**src/rtl/core/esld_pkg.sv**
```systemverilog
// Package with the parser state type, grammar codes and character helpers of the line detector.
package esld_pkg;

    localparam logic [7:0] ESC_BYTE   = 8'h1b;
    localparam logic [7:0] CHAR_LB    = 8'h5b;
    localparam logic [7:0] CHAR_M     = 8'h6d;
    localparam logic [7:0] CHAR_SEMI  = 8'h3b;
    localparam logic [7:0] CHAR_SPACE = 8'h20;
    localparam logic [7:0] CHAR_TAB   = 8'h09;
    localparam logic [7:0] CHAR_CR    = 8'h0d;
    localparam logic [7:0] CHAR_LF    = 8'h0a;
    localparam logic [4:0] PREFIX_LEN = 5'd28;
    localparam logic [4:0] COUNT_MAX  = 5'd31;

    localparam logic [3:0] PH_PREFIX       = 4'd0;
    localparam logic [3:0] PH_SEP          = 4'd1;
    localparam logic [3:0] PH_OPEN_ESC     = 4'd2;
    localparam logic [3:0] PH_OPEN_LB      = 4'd3;
    localparam logic [3:0] PH_OPEN_PARAMS  = 4'd4;
    localparam logic [3:0] PH_BODY         = 4'd5;
    localparam logic [3:0] PH_CLOSE_LB     = 4'd6;
    localparam logic [3:0] PH_CLOSE_PARAMS = 4'd7;
    localparam logic [3:0] PH_TRAIL        = 4'd8;

    localparam logic [2:0] PM_NONE = 3'd0;
    localparam logic [2:0] PM_FIRST = 3'd1;
    localparam logic [2:0] PM_SECOND = 3'd2;
    localparam logic [2:0] PM_DEAD = 3'd7;

    localparam logic [1:0] OPEN_BASE  = 2'd0;
    localparam logic [1:0] CLOSE_BASE = 2'd2;

    typedef struct packed {
        logic [3:0] phase;
        logic [4:0] char_position;
        logic [2:0] param_match;
        logic       prefix_seen;
        logic       line_failed;
    } esld_state_t;

    localparam esld_state_t STATE_RESET = '{
        phase: PH_PREFIX, char_position: 5'd0, param_match: PM_NONE,
        prefix_seen: 1'b0, line_failed: 1'b0
    };

    function automatic logic is_numeral(input logic [7:0] b);
        return b inside {[8'h30:8'h39]};
    endfunction

    function automatic logic is_blank(input logic [7:0] b);
        return b inside {CHAR_SPACE, CHAR_TAB};
    endfunction

    // Timestamp shape dddd-dd-ddTdd:dd:dd.dddddddZ, where d is any decimal digit.
    function automatic logic stamp_ok(input logic [4:0] pos, input logic [7:0] b);
        logic ok;
        case (pos)
            5'd4, 5'd7:   ok = (b == 8'h2d);
            5'd10:        ok = (b == 8'h54);
            5'd13, 5'd16: ok = (b == 8'h3a);
            5'd19:        ok = (b == 8'h2e);
            5'd27:        ok = (b == 8'h5a);
            default:      ok = is_numeral(b);
        endcase
        return ok;
    endfunction

    // Candidates: 36;1 and 1;36 for the opener, 0 and 39 for the reset.
    function automatic logic [4:0] cand_len(input logic [1:0] idx);
        logic [4:0] len;
        case (idx)
            2'd0, 2'd1: len = 5'd4;
            2'd2:       len = 5'd1;
            default:    len = 5'd2;
        endcase
        return len;
    endfunction

    function automatic logic [7:0] cand_char(input logic [1:0] idx, input logic [1:0] pos);
        logic [7:0] c;
        case ({idx, pos})
            4'b00_00: c = 8'h33;
            4'b00_01: c = 8'h36;
            4'b00_10: c = CHAR_SEMI;
            4'b00_11: c = 8'h31;
            4'b01_00: c = 8'h31;
            4'b01_01: c = CHAR_SEMI;
            4'b01_10: c = 8'h33;
            4'b01_11: c = 8'h36;
            4'b10_00: c = 8'h30;
            4'b11_00: c = 8'h33;
            4'b11_01: c = 8'h39;
            default:  c = 8'h00;
        endcase
        return c;
    endfunction

endpackage

```
**src/rtl/core/esld_step.sv**
```systemverilog
// Next-state and result logic of the line grammar for one accepted request.
module esld_step
    import esld_pkg::*;
(
    input  esld_state_t cur,
    input  logic [7:0]  data_byte,
    input  logic        byte_present,
    input  logic        end_of_line,
    output esld_state_t nxt,
    output logic        echoed_source,
    output logic        timestamp_prefix
);

    function automatic logic [1:0] cand_idx(input logic [1:0] base, input logic [2:0] pm);
        logic [1:0] sel;
        sel = pm[1:0] - 2'd1;
        return base + sel;
    endfunction

    function automatic logic [7:0] param_advance(input logic [1:0] base, input logic [2:0] pm,
                                                 input logic [4:0] cp, input logic [7:0] b);
        logic [1:0] idx;
        logic [2:0] pm_n;
        logic [4:0] cp_n;
        idx = cand_idx(base, pm);
        pm_n = pm;
        if (pm != PM_DEAD)
        begin
            if (pm == PM_NONE)
            begin
                if (cand_char(base, 2'd0) == b)
                    pm_n = PM_FIRST;
                else if (cand_char(base + 2'd1, 2'd0) == b)
                    pm_n = PM_SECOND;
                else
                    pm_n = PM_DEAD;
            end
            else if (!(cp < cand_len(idx) && cand_char(idx, cp[1:0]) == b))
            begin
                pm_n = PM_DEAD;
            end
        end
        cp_n = (cp < COUNT_MAX) ? cp + 5'd1 : cp;
        return {pm_n, cp_n};
    endfunction

    function automatic logic param_finish(input logic [1:0] base, input logic [2:0] pm,
                                          input logic [4:0] cp, input logic allow_empty);
        logic ok;
        if (pm == PM_NONE)
            ok = allow_empty;
        else if (pm == PM_DEAD)
            ok = 1'b0;
        else
            ok = (cp == cand_len(cand_idx(base, pm)));
        return ok;
    endfunction

    esld_state_t s;
    logic [4:0]  cp_inc;
    logic [1:0]  base;
    logic        allow_empty;

    always_comb
    begin
        s = cur;
        cp_inc = cur.char_position + 5'd1;
        base = (cur.phase == PH_CLOSE_PARAMS) ? CLOSE_BASE : OPEN_BASE;
        allow_empty = (cur.phase == PH_CLOSE_PARAMS);
        if (byte_present && !cur.line_failed)
        begin
            case (cur.phase)
                PH_PREFIX:
                begin
                    if (cur.char_position == 5'd0 && data_byte == ESC_BYTE)
                        s.phase = PH_OPEN_LB;
                    else if (!stamp_ok(cur.char_position, data_byte))
                        s.line_failed = 1'b1;
                    else if (cp_inc >= PREFIX_LEN)
                    begin
                        s.char_position = 5'd0;
                        s.phase = PH_SEP;
                    end
                    else
                        s.char_position = cp_inc;
                end
                PH_SEP:
                begin
                    if (is_blank(data_byte))
                    begin
                        s.prefix_seen = 1'b1;
                        s.phase = PH_OPEN_ESC;
                    end
                    else
                        s.line_failed = 1'b1;
                end
                PH_OPEN_ESC:
                begin
                    if (data_byte == ESC_BYTE)
                        s.phase = PH_OPEN_LB;
                    else
                        s.line_failed = 1'b1;
                end
                PH_OPEN_LB, PH_CLOSE_LB:
                begin
                    if (data_byte == CHAR_LB)
                    begin
                        s.phase = (cur.phase == PH_OPEN_LB) ? PH_OPEN_PARAMS : PH_CLOSE_PARAMS;
                        s.char_position = 5'd0;
                        s.param_match = PM_NONE;
                    end
                    else
                        s.line_failed = 1'b1;
                end
                PH_OPEN_PARAMS, PH_CLOSE_PARAMS:
                begin
                    if (is_numeral(data_byte) || data_byte == CHAR_SEMI)
                        {s.param_match, s.char_position} =
                            param_advance(base, cur.param_match, cur.char_position, data_byte);
                    else if (data_byte == CHAR_M &&
                             param_finish(base, cur.param_match, cur.char_position,
                                          allow_empty))
                        s.phase = (cur.phase == PH_OPEN_PARAMS) ? PH_BODY : PH_TRAIL;
                    else
                        s.line_failed = 1'b1;
                end
                PH_BODY:
                begin
                    if (data_byte == ESC_BYTE)
                        s.phase = PH_CLOSE_LB;
                end
                PH_TRAIL:
                begin
                    if (!(is_blank(data_byte) || data_byte == CHAR_CR || data_byte == CHAR_LF))
                        s.line_failed = 1'b1;
                end
                default:
                begin
                    s.line_failed = 1'b1;
                end
            endcase
        end
        echoed_source = !s.line_failed && (s.phase == PH_TRAIL);
        timestamp_prefix = s.prefix_seen || (!s.line_failed && s.phase == PH_SEP);
        nxt = end_of_line ? STATE_RESET : s;
    end

endmodule

```
**src/rtl/core/echo_span_line_detector.sv**
```systemverilog
// Top level of the echo-span line detector: parser state and result register.
//
// The block takes a log line one byte per request on the slave channel. s_tdata carries
// the byte, s_tuser says whether the byte is valid (clear for a bare end marker) and
// s_tlast closes the line. Only a request with s_tlast high yields a result on the
// master channel, where m_tdata bit 0 is the echoed-source answer and bit 1 the
// timestamp-prefix answer.
// Each request is parsed in the cycle it is accepted: the parser state registers and
// the result register are updated at the same edge, so a result appears on m_tvalid in
// the cycle after the closing request; while s_tready is high it accepts one request every
// cycle. The result register holds one result; s_tready falls only while that result
// waits and m_tready is low, so a stalled receiver stops the input and nothing is lost.
// Reset clears the parser to the start of a line and empties the result register.
// After a line is closed the parser returns to its reset state for the next line.
module echo_span_line_detector
    import esld_pkg::*;
(
    input  logic       clk,
    input  logic       rst_n,
    input  logic       s_tvalid,
    output logic       s_tready,
    input  logic [7:0] s_tdata,   // data_byte [7:0]
    input  logic       s_tuser,   // byte_present
    input  logic       s_tlast,   // end_of_line
    output logic       m_tvalid,
    input  logic       m_tready,
    output logic [7:0] m_tdata    // echoed_source [0], timestamp_prefix [1], zero [7:2]
);

    esld_state_t state_reg;
    esld_state_t state_next;
    logic        m_tvalid_reg;
    logic        m_tvalid_next;
    logic [1:0]  result_reg;
    logic        echoed;
    logic        stamped;
    logic        take;

    assign s_tready = !m_tvalid_reg || m_tready;
    assign take = s_tvalid && s_tready;

    esld_step u_step (
        .cur              (state_reg),
        .data_byte        (s_tdata),
        .byte_present     (s_tuser),
        .end_of_line      (s_tlast),
        .nxt              (state_next),
        .echoed_source    (echoed),
        .timestamp_prefix (stamped)
    );

    always_comb
    begin
        m_tvalid_next = m_tvalid_reg && !m_tready;
        if (take && s_tlast)
            m_tvalid_next = 1'b1;
    end

    always_ff @(posedge clk or negedge rst_n)
    begin
        if (!rst_n)
        begin
            state_reg <= STATE_RESET;
            m_tvalid_reg <= 1'b0;
        end
        else
        begin
            m_tvalid_reg <= m_tvalid_next;
            if (take)
                state_reg <= state_next;
        end
    end

    always_ff @(posedge clk)
    begin
        if (take && s_tlast)
            result_reg <= {stamped, echoed};
    end

    assign m_tvalid = m_tvalid_reg;
    assign m_tdata = {6'd0, result_reg};

endmodule

```
**config.mk**
```make
export PLATFORM = sky130hd
export DESIGN_NAME = echo_span_line_detector
export DESIGN_NICKNAME = d
export VERILOG_FILES = /design/src/rtl/core/esld_pkg.sv /design/src/rtl/core/esld_step.sv /design/src/rtl/core/echo_span_line_detector.sv
export SDC_FILE = /design/constraint.sdc
export NUM_CORES = 1
export LEC_CHECK = 0
export ABC_AREA = 1
export BUFFER_PORTS_ARGS = -buffer_cell sky130_fd_sc_hd__clkbuf_2
export CAP_MARGIN = 30
export CORE_ASPECT_RATIO = 2
export CORE_MARGIN = 8
export CORE_UTILIZATION = 50
export CTS_CLUSTER_SIZE = 28
export DETAILED_ROUTE_END_ITERATION = 8
export GPL_TIMING_DRIVEN = 0
export PLACE_DENSITY = 0.65
export SLEW_MARGIN = 20
export SYNTH_ARGS = -nofsm -noshare
export SYNTH_HDL_FRONTEND = slang
export SYNTH_HIERARCHICAL = 1
export SYNTH_SLANG_ARGS = --single-unit
```
**constraint.sdc**
```tcl
create_clock -name clk -period 3.2 [get_ports clk]
set_clock_uncertainty 0.15 [all_clocks]
set_input_delay 0.32 -clock clk [delete_from_list [all_inputs] [get_ports clk]]
set_output_delay 0.32 -clock clk [all_outputs]
set_load 0.01 [all_outputs]
```
==> qor.json, run 1 <==
{
  "final_layout": {
    "area_growth_syn_to_layout_pct": 12.2,
    "largest_reg_flops": 14,
    "footprint_of_the_multi_input_gates_um2": 1950,
    "antenna_cells": 0,
    "seq_area_um2": 440,
    "fillCellCount": 577,
    "drive_above_1_share_pct": 23.7,
    "finish.net_count": 512
  },
  "setup_path": {
    "worst_case_register_to_register_setup_slack_ns": 0.19,
    "worst-path-buf-inv": 1,
    "path_common_cell": "sky130_fd_sc_hd__nand2_1",
    "worst_setup_path_start_kind": "flip-flop",
    "worst_path_dominant_cell_family": "simple AND/OR/NAND/NOR gates",
    "worstPathArrival_ns": 2.97,
    "cp.required_ns": 3.17,
    "timing.critical_path.slowest_cell_delay_ns": 0.47,
    "path_max_fanout": 8,
    "cp_cell_sequence": "nand2_2, nor2_8, xor2_2, ha_1, inv_2, ha_4, nand4_1, nor3_2, o21ai_2, nand2_1, nand3_1, nor2_1, nand2_1, nand2_2, nand2_1, nor2_1, nand2_1, a21oi_2",
    "critPathKind": "reg2reg",
    "worst_path_max_delay_cell": "sky130_fd_sc_hd__dfrtp_2",
    "critical_path.endpoint_type": "flip-flop"
  },
  "routing": {
    "route.detailed.vias_per_inst": 5.52,
    "wire_per_inst_um": 15.4,
    "detailroute.via_count": 3016,
    "wl_met3_um": 209,
    "ant_nets": 0,
    "drt_iter0_drcs": 175,
    "routedLengthMet1_um": 3090,
    "wirelength_um": 8400,
    "dr_wl_met2_um": 4670,
    "drc_errors": 0,
    "routed.top_layer": "met4",
    "firstDrtPassIters": 4
  },
  "synth": {
    "synth_ff_type": "sky130_fd_sc_hd__dfrtp_1",
    "ys_seq_elements": 17,
    "synth.avg_cell_area_um2": 6.04,
    "synth_area_leaders": "sky130_fd_sc_hd__dfrtp_1 14%, sky130_fd_sc_hd__nand2_1 13%, sky130_fd_sc_hd__inv_1 8.9%, sky130_fd_sc_hd__nand3_1 8.6%, sky130_fd_sc_hd__nor2_1 5.9%",
    "synth.yosys.warnings": 6,
    "yosysSeqAreaShare_pct": 15.9,
    "main_combinational_cell_family_by_area_after_synthesis": "simple AND/OR/NAND/NOR gates",
    "post_synthesis_instance_total": 454,
    "synth_mux_area_share_pct": 0,
    "synth-edff-count": 2,
    "synth_top_area_share_pct": 13.7,
    "yosys.area_share.xor_xnor_pct": 2.56,
    "syn-cell-area_um2": 2740,
    "post_synth_fa_ha_maj_area_fraction_pct": 5.02,
    "synth_simple_gate_area_share_pct": 45.4,
    "async_flop_share_pct": 88.2,
    "synth.distinct_cells": 40,
    "synth_largest_area_cell": "sky130_fd_sc_hd__dfrtp_1",
    "synth-compound-area-share_pct": 15.4
  },
  "sta": {
    "post-route-worst-setup-slack_ns": 0.193,
    "worstMarginPinSlew_ns": 0.650,
    "finalSetupViolations": 0,
    "period_share_pct": 94.0,
    "final-hold-violation-count": 0,
    "finalHoldWorstSlack_ns": 0.217,
    "peak_clock_frequency_supported_by_timing_mhz": 333,
    "timing.final.max_slew_violations": 0,
    "max-slew-margin-rel_pct": 56.5,
    "finalCriticalPeriod_ns": 3.01,
    "rsz0062_at_grt": "no"
  },
  "placement": {
    "port_buffers": 15,
    "dp.final_hpwl_um": 6820,
    "worst_setup_slack_before_clock_tree_synthesis_ns": -0.213,
    "gp_routability_congestion": 0.913
  },
  "pwr": {
    "report.power.total_uw": 1030,
    "power_leakage_uw": 0.00162,
    "cellPowerDensity_nw_per_um2": 334,
    "worst_ir_drop_on_vdd_v": 0.000273
  },
  "clocking": {
    "ctsHtreeMaxLevel": 1,
    "cts.root.buffer_cell": "sky130_fd_sc_hd__clkbuf_8",
    "cts_tree": "built",
    "cts.clk_slew.worst_paths_ns": 0.07,
    "cts_num_sinks": 17,
    "clock_insertion_delay_worst_skew_ns": 0.26,
    "clock_buffer_depth": 2,
    "number_of_buffers_added_by_the_clock_tree_synthesis_step": 3
  },
  "floorplanning": {
    "fp-row-count": 38,
    "start_util_pct": 51.0,
    "number_of_top_level_pins": 24,
    "die-area_um2": 8250,
    "core_region_area_um2": 5370,
    "chipHeight_um": 121,
    "die_width_um": 68.4
  },
  "global_route": {
    "global_route_wire_length_before_repair_um": 13700,
    "gr-usage-all-layers_pct": 21.3,
    "maximum_number_of_pins_on_one_net_before_global_route_repair": 16,
    "antenna_found_initial": 0,
    "number_of_global_route_vias_before_repair": 2954,
    "globalRouteOverflowTotal": 0
  },
  "job": {
    "drv.max_cap_violation_count": 0
  },
  "hold_path": {
    "worst_hold_path_type": "in2reg"
  },
  "status": {
    "outcome": "finished, final reports clean"
  }
}
[power by group]
group | switching, µW | total (µW) | internal, µW
Clock | 73.3 | 162 | 88.5
Combinational | 379 | 577 | 198
Sequential | 45.2 | 289 | 243
Total | 498 | 1030 | 530
[worst paths after layout]
kind                                     from             to  cells past startpoint
worst min register to register   state_reg[1]   state_reg[1]                      2
min in group asynchronous               rst_n  state_reg[10]                      2
worst min-delay path                 s_tvalid   state_reg[1]                      3
worst max register to register  state_reg[11]  result_reg[0]                     18
worst max-delay path            state_reg[11]  result_reg[0]                     18
max in group asynchronous               rst_n   state_reg[5]                      2
[timing repair]
| action | in CTS | in global routing |
|---|---|---|
| setup endpoints to repair | 9 | 11 |
| gates resized for setup | 5 | 14 |
| endpoints found under the hold margin | 15 | 0 |
| hold buffers | 1 | 0 |
| buffers inserted | 3 | 4 |
| pin swaps | 3 | 10 |
[worst reg2reg max path: stages, from the launching register on]
cell and delay, ns:
sky130_fd_sc_hd__dfrtp_2 0.47, sky130_fd_sc_hd__nand2_2 0.16, sky130_fd_sc_hd__nor2_8 0.06, sky130_fd_sc_hd__xor2_2 0.15, sky130_fd_sc_hd__ha_1 0.31, sky130_fd_sc_hd__inv_2 0.06, sky130_fd_sc_hd__ha_4 0.27, sky130_fd_sc_hd__nand4_1 0.11
sky130_fd_sc_hd__nor3_2 0.24, sky130_fd_sc_hd__o21ai_2 0.13, sky130_fd_sc_hd__nand2_1 0.08, sky130_fd_sc_hd__nand3_1 0.07, sky130_fd_sc_hd__nor2_1 0.08, sky130_fd_sc_hd__nand2_1 0.07, sky130_fd_sc_hd__nand2_2 0.08, sky130_fd_sc_hd__nand2_1 0.05
sky130_fd_sc_hd__nor2_1 0.12, sky130_fd_sc_hd__nand2_1 0.08, sky130_fd_sc_hd__a21oi_2 0.11
[logic make-up (layout without fill, tap and decap cells)]
family	count (synthesis)	after routing
buf+inv	91	118
flops	17	17
simple gates	255	255
xor+xnor	8	8
fa+ha+maj	11	11
other cells	1	6
compound gates	71	71
[metrics by stage]
stage                     setup TNS, ns  instances  utilization (%)  cell area (µm²)
after floorplan                       0        459                -             2760
after global routing                  0        546             57.3             3080
after global placement           -0.584        534             54.2             2910
final                                 0        546             57.3             3080
after detailed placement         -0.807        534             54.2             2910
after CTS                             0        542             56.0             3010
[final cells by class]
type	count	area share, %
clock buffer	4	1.46
inverter	74	9.11
tap	60	2.44
multi-input combinational	351	63.3
buffer	17	4.88
sequential	17	14.3
timing repair buffer	23	4.47
[layer usage]
metal | vias to the layer above | track usage [%]
li1 | 1531 | -
met1 | 1389 | 21.1
met2 | 69 | 40.4
met3 | 27 | 1.30
met4 | 0 | 11.7
met5 | - | 0
[layout by cell type (no fill, tap or decap), types with 11 or more instances in the layout]
master                     netlist  layout
sky130_fd_sc_hd__clkbuf_2        0      15
sky130_fd_sc_hd__a21oi_1        19      17
sky130_fd_sc_hd__nor3_1         13      12
sky130_fd_sc_hd__o21ai_0        21      19
sky130_fd_sc_hd__dfrtp_1        15      11
sky130_fd_sc_hd__inv_1          65      64
sky130_fd_sc_hd__o211ai_1       11      11
sky130_fd_sc_hd__nand2_2        25      28
sky130_fd_sc_hd__nand2_1        93      90
sky130_fd_sc_hd__buf_4          10      17
sky130_fd_sc_hd__nor2_1         43      42
sky130_fd_sc_hd__nand3_1        47      47
[cell usage after synthesis (all sizes together) (8+ instances only)]
cell,count
xor2,8
buf,17
nand4,10
o211ai,11
nand3,49
ha,11
nand2,122
inv,74
a21oi,21
dfrtp,15
nor2,57
nor3,13
o21ai,28
Note: power is estimated with default switching activity, not from simulation.
==> inputs of run 2 (changes only) <==
--- a/config.mk
+++ b/config.mk
@@ -16,4 +16,5 @@
 export GPL_TIMING_DRIVEN = 0
 export PLACE_DENSITY = 0.65
+export SKIP_CTS_REPAIR_TIMING = 1
 export SLEW_MARGIN = 20
 export SYNTH_ARGS = -nofsm -noshare
==> constraint.sdc (replaced) <==
create_clock -name clk -period 3.2 [get_ports clk]
set_clock_uncertainty 0.15 [all_clocks]
set_input_delay 0.64 -clock clk [delete_from_list [all_inputs] [get_ports clk]]
set_output_delay 0.64 -clock clk [all_outputs]
set_load 0.01 [all_outputs]
==> run 2 against run 1 <==
  * The run now ends with setup timing left
  * Critical path depth rose by 2
  * Sequential power barely moved
  * Combinational power rose by 3%
  * Critical path type unchanged
  * Critical endpoint unchanged
  * Highest routed layer unchanged
==> qor.json, run 2 (same netlist as run 1, synthesis figures left out) <==
{
  "status": {
    "outcome": "complete, but fails checks",
    "failed_checks": "setup timing"
  },
  "setup_path": {
    "worstReg2RegEnd": "result_reg[0]",
    "critical_path.endpoint_type": "flip-flop",
    "timing.reg2reg.worst_path_depth": {"value": 20, "change": "+2"},
    "worst_path_max_delay_cell": "sky130_fd_sc_hd__dfrtp_1",
    "cp.required": {"value": 3.17, "unit": "ns", "change": "about the same"},
    "worstPathArrival": {"value": 3.17, "unit": "ns", "change": "+0.20 ns"},
    "timing.critical_path.slowest_cell_delay": {"value": 0.43, "unit": "ns", "change": "-0.04 ns"},
    "cp_cell_sequence": "inv_2, nor2_4, inv_4, nor2_8, xor2_2, ha_1, inv_2, ha_4, nand4_1, nor3_2, o21ai_2, nand2_1, nand3_1, nor2_1, nand2_1, nand2_2, nand2_1, nor2_1, nand2_1, a21oi_2",
    "worst-path-buf-inv": {"value": 3, "change": "+2"},
    "worst_setup_path_start_kind": "flip-flop",
    "worst_path_dominant_cell_family": "simple AND/OR/NAND/NOR gates",
    "worst_case_register_to_register_setup_slack": {"value": -0.005, "unit": "ns", "change": "-0.20 ns"},
    "critPathKind": "reg2reg",
    "rr_startpoint": "state_reg[12]",
    "path_max_fanout": {"value": 4, "change": "-4"},
    "path_common_cell": "sky130_fd_sc_hd__nand2_1",
    "launch_point_of_the_worst_path": "state_reg[12]"
  },
  "floorplanning": {
    "fp-row-count": {"value": 38, "change": "unchanged"},
    "die-area": {"value": 8250, "unit": "µm²", "change": "unchanged"},
    "number_of_top_level_pins": {"value": 24, "change": "unchanged"},
    "core_region_area": {"value": 5370, "unit": "µm²", "change": "unchanged"},
    "start_util": {"value": 51.0, "unit": "%", "change": "unchanged"},
    "chipHeight": {"value": 121, "unit": "µm", "change": "unchanged"},
    "die_width": {"value": 68.4, "unit": "µm", "change": "unchanged"}
  },
  "sta": {
    "totalNegativeSetupSlack": {"value": -0.00471, "unit": "ns", "change": "-0.00471 ns"},
    "peak_clock_frequency_supported_by_timing": {"value": 312, "unit": "MHz", "change": "-6.2%"},
    "finalSetupViolations": {"value": 1, "change": "+1"},
    "timing.final.max_slew_violations": {"value": 0, "change": "unchanged"},
    "period_share": {"value": 100, "unit": "%", "change": "+6.2 points"},
    "final-hold-violation-count": {"value": 0, "change": "unchanged"},
    "max-slew-margin-rel": {"value": 56.6, "unit": "%", "change": "about the same"},
    "finalCriticalPeriod": {"value": 3.20, "unit": "ns", "change": "+0.198 ns"},
    "rsz0062_at_grt": "yes",
    "post-route-worst-setup-slack": {"value": -0.00471, "unit": "ns", "change": "-0.198 ns"},
    "worstMarginPinSlew": {"value": 0.649, "unit": "ns", "change": "-0.000736 ns"}
  },
  "global_route": {
    "globalRouteOverflowTotal": {"value": 0, "change": "unchanged"},
    "maximum_number_of_pins_on_one_net_before_global_route_repair": {"value": 16, "change": "unchanged"},
    "global_route_wire_length_before_repair": {"value": 13600, "unit": "µm", "change": "-1.3%"},
    "number_of_global_route_vias_before_repair": {"value": 2943, "change": "-0.37%"},
    "gr-usage-all-layers": {"value": 20.9, "unit": "%", "change": "-0.35 points"},
    "antenna_found_initial": {"value": 0, "change": "unchanged"}
  },
  "placement": {
    "dp.final_hpwl": {"value": 6820, "unit": "µm", "change": "unchanged"},
    "gp_routability_congestion": {"value": 0.913, "change": "unchanged"},
    "dpl-instance-area": {"value": 2910, "unit": "µm²", "change": "unchanged"},
    "worst_setup_slack_before_clock_tree_synthesis": {"value": -0.213, "unit": "ns", "change": "unchanged"},
    "port_buffers": {"value": 15, "change": "unchanged"}
  },
  "clocking": {
    "cts_num_sinks": {"value": 17, "change": "unchanged"},
    "clock_buffer_depth": {"value": 2, "change": "unchanged"},
    "clock_insertion_delay_worst_skew": {"value": 0.26, "unit": "ns", "change": "about the same"},
    "number_of_buffers_added_by_the_clock_tree_synthesis_step": {"value": 3, "change": "unchanged"},
    "cts_tree": "built",
    "cts.clk_slew.worst_paths": {"value": 0.06, "unit": "ns", "change": "about the same"},
    "cts.root.buffer_cell": "sky130_fd_sc_hd__clkbuf_8",
    "ctsHtreeMaxLevel": {"value": 1, "change": "unchanged"}
  },
  "routing": {
    "ant_nets": {"value": 0, "change": "unchanged"},
    "wire_per_inst": {"value": 15.5, "unit": "µm", "change": "+0.65%"},
    "drc_errors": {"value": 0, "change": "unchanged"},
    "firstDrtPassIters": {"value": 4, "change": "unchanged"},
    "wirelength": {"value": 8530, "unit": "µm", "change": "+1.6%"},
    "detailroute.via_count": {"value": 3028, "change": "+0.40%"},
    "route.detailed.vias_per_inst": {"value": 5.50, "change": "-0.51%"},
    "drt_iter0_drcs": {"value": 186, "change": "+6.3%"}
  },
  "hold_path": {
    "worst_hold_path_type": "in2async"
  },
  "final_layout": {
    "largest_reg_flops": {"value": 14, "change": "unchanged"},
    "finish.net_count": {"value": 517, "change": "+0.98%"},
    "area_growth_syn_to_layout_pct": 15.2,
    "layout.cells.most_common": "sky130_fd_sc_hd__nand2_1",
    "final_core_utilization": {"value": 58.8, "unit": "%", "change": "+1.5 points"},
    "antenna_cells": {"value": 0, "change": "unchanged"},
    "drive_above_1_share": {"value": 26.9, "unit": "%", "change": "+3.2 points"},
    "layout.cells.most_common_list": "85 x sky130_fd_sc_hd__nand2_1, 64 x sky130_fd_sc_hd__inv_1, 47 x sky130_fd_sc_hd__nand3_1, 41 x sky130_fd_sc_hd__nor2_1, 33 x sky130_fd_sc_hd__nand2_2",
    "finalInstanceArea": {"value": 3160, "unit": "µm²", "change": "+2.6%"}
  },
  "job": {
    "drv.max_cap_violation_count": {"value": 0, "change": "unchanged"}
  },
  "pwr": {
    "worst_ir_drop_on_vdd": {"value": 0.000305, "unit": "V", "change": "+12%"},
    "power_leakage": {"value": 0.00165, "unit": "µW", "change": "+2.1%"},
    "cellPowerDensity": {"value": 331, "unit": "nW/µm²", "change": "-0.83%"}
  }
}
==> run 2: stage by stage <==
stage	total power [µW]	instances	hold WS, ns
6_report	1050	551	0.144
5_1_grt	1130	551	0.174
4_1_cts	1010	538	0.149
3_5_place_dp	846	534	0.311
3_3_place_gp	840	534	0.303
2_1_floorplan	698	459	0.194
==> run 2: how the worst max path moves through the flow <==
| stage | endpoint | slack, ns | depth (start not counted) |
|---|---|---|---|
| finish | result_reg[0] | -0.005 | 20 |
| global route | result_reg[0] | -0.16 | 20 |
| CTS | result_reg[0] | -0.23 | 19 |
| detailed placement | result_reg[0] | -0.21 | 19 |
| global placement | result_reg[0] | -0.19 | 20 |
| floorplan | result_reg[1] | 0.30 | 19 |
==> run 2: layer usage <==
| metal | global-route usage, % | routed length (µm) | vias to the layer above |
|---|---|---|---|
| li1 | - | - | 1542 |
| met1 | 20.7 | 3100 | 1374 |
| met2 | 39.9 | 4680 | 79 |
| met3 | 0.927 | 236 | 33 |
| met4 | 11.7 | 509 | 0 |
| met5 | 0 | 0 | - |
==> run 2: where the power goes <==
part	leakage [µW]	internal (µW)	switching [µW]
sequential	0.000216	243	45.1
clock	0.0000228	88.5	71.8
combinational	0.00142	207	390
==> run 2: area by class of cell <==
| cell class | instances | area [µm²] |
|---|---|---|
| Timing Repair Buffer | 28 | 173 |
| Multi-Input combinational cell | 351 | 1990 |
| Tap cell | 60 | 75.1 |
| Fill cell | 573 | 2220 |
| Sequential cell | 17 | 440 |
| Inverter | 74 | 280 |
| Clock buffer | 4 | 45.0 |
| Buffer | 17 | 150 |
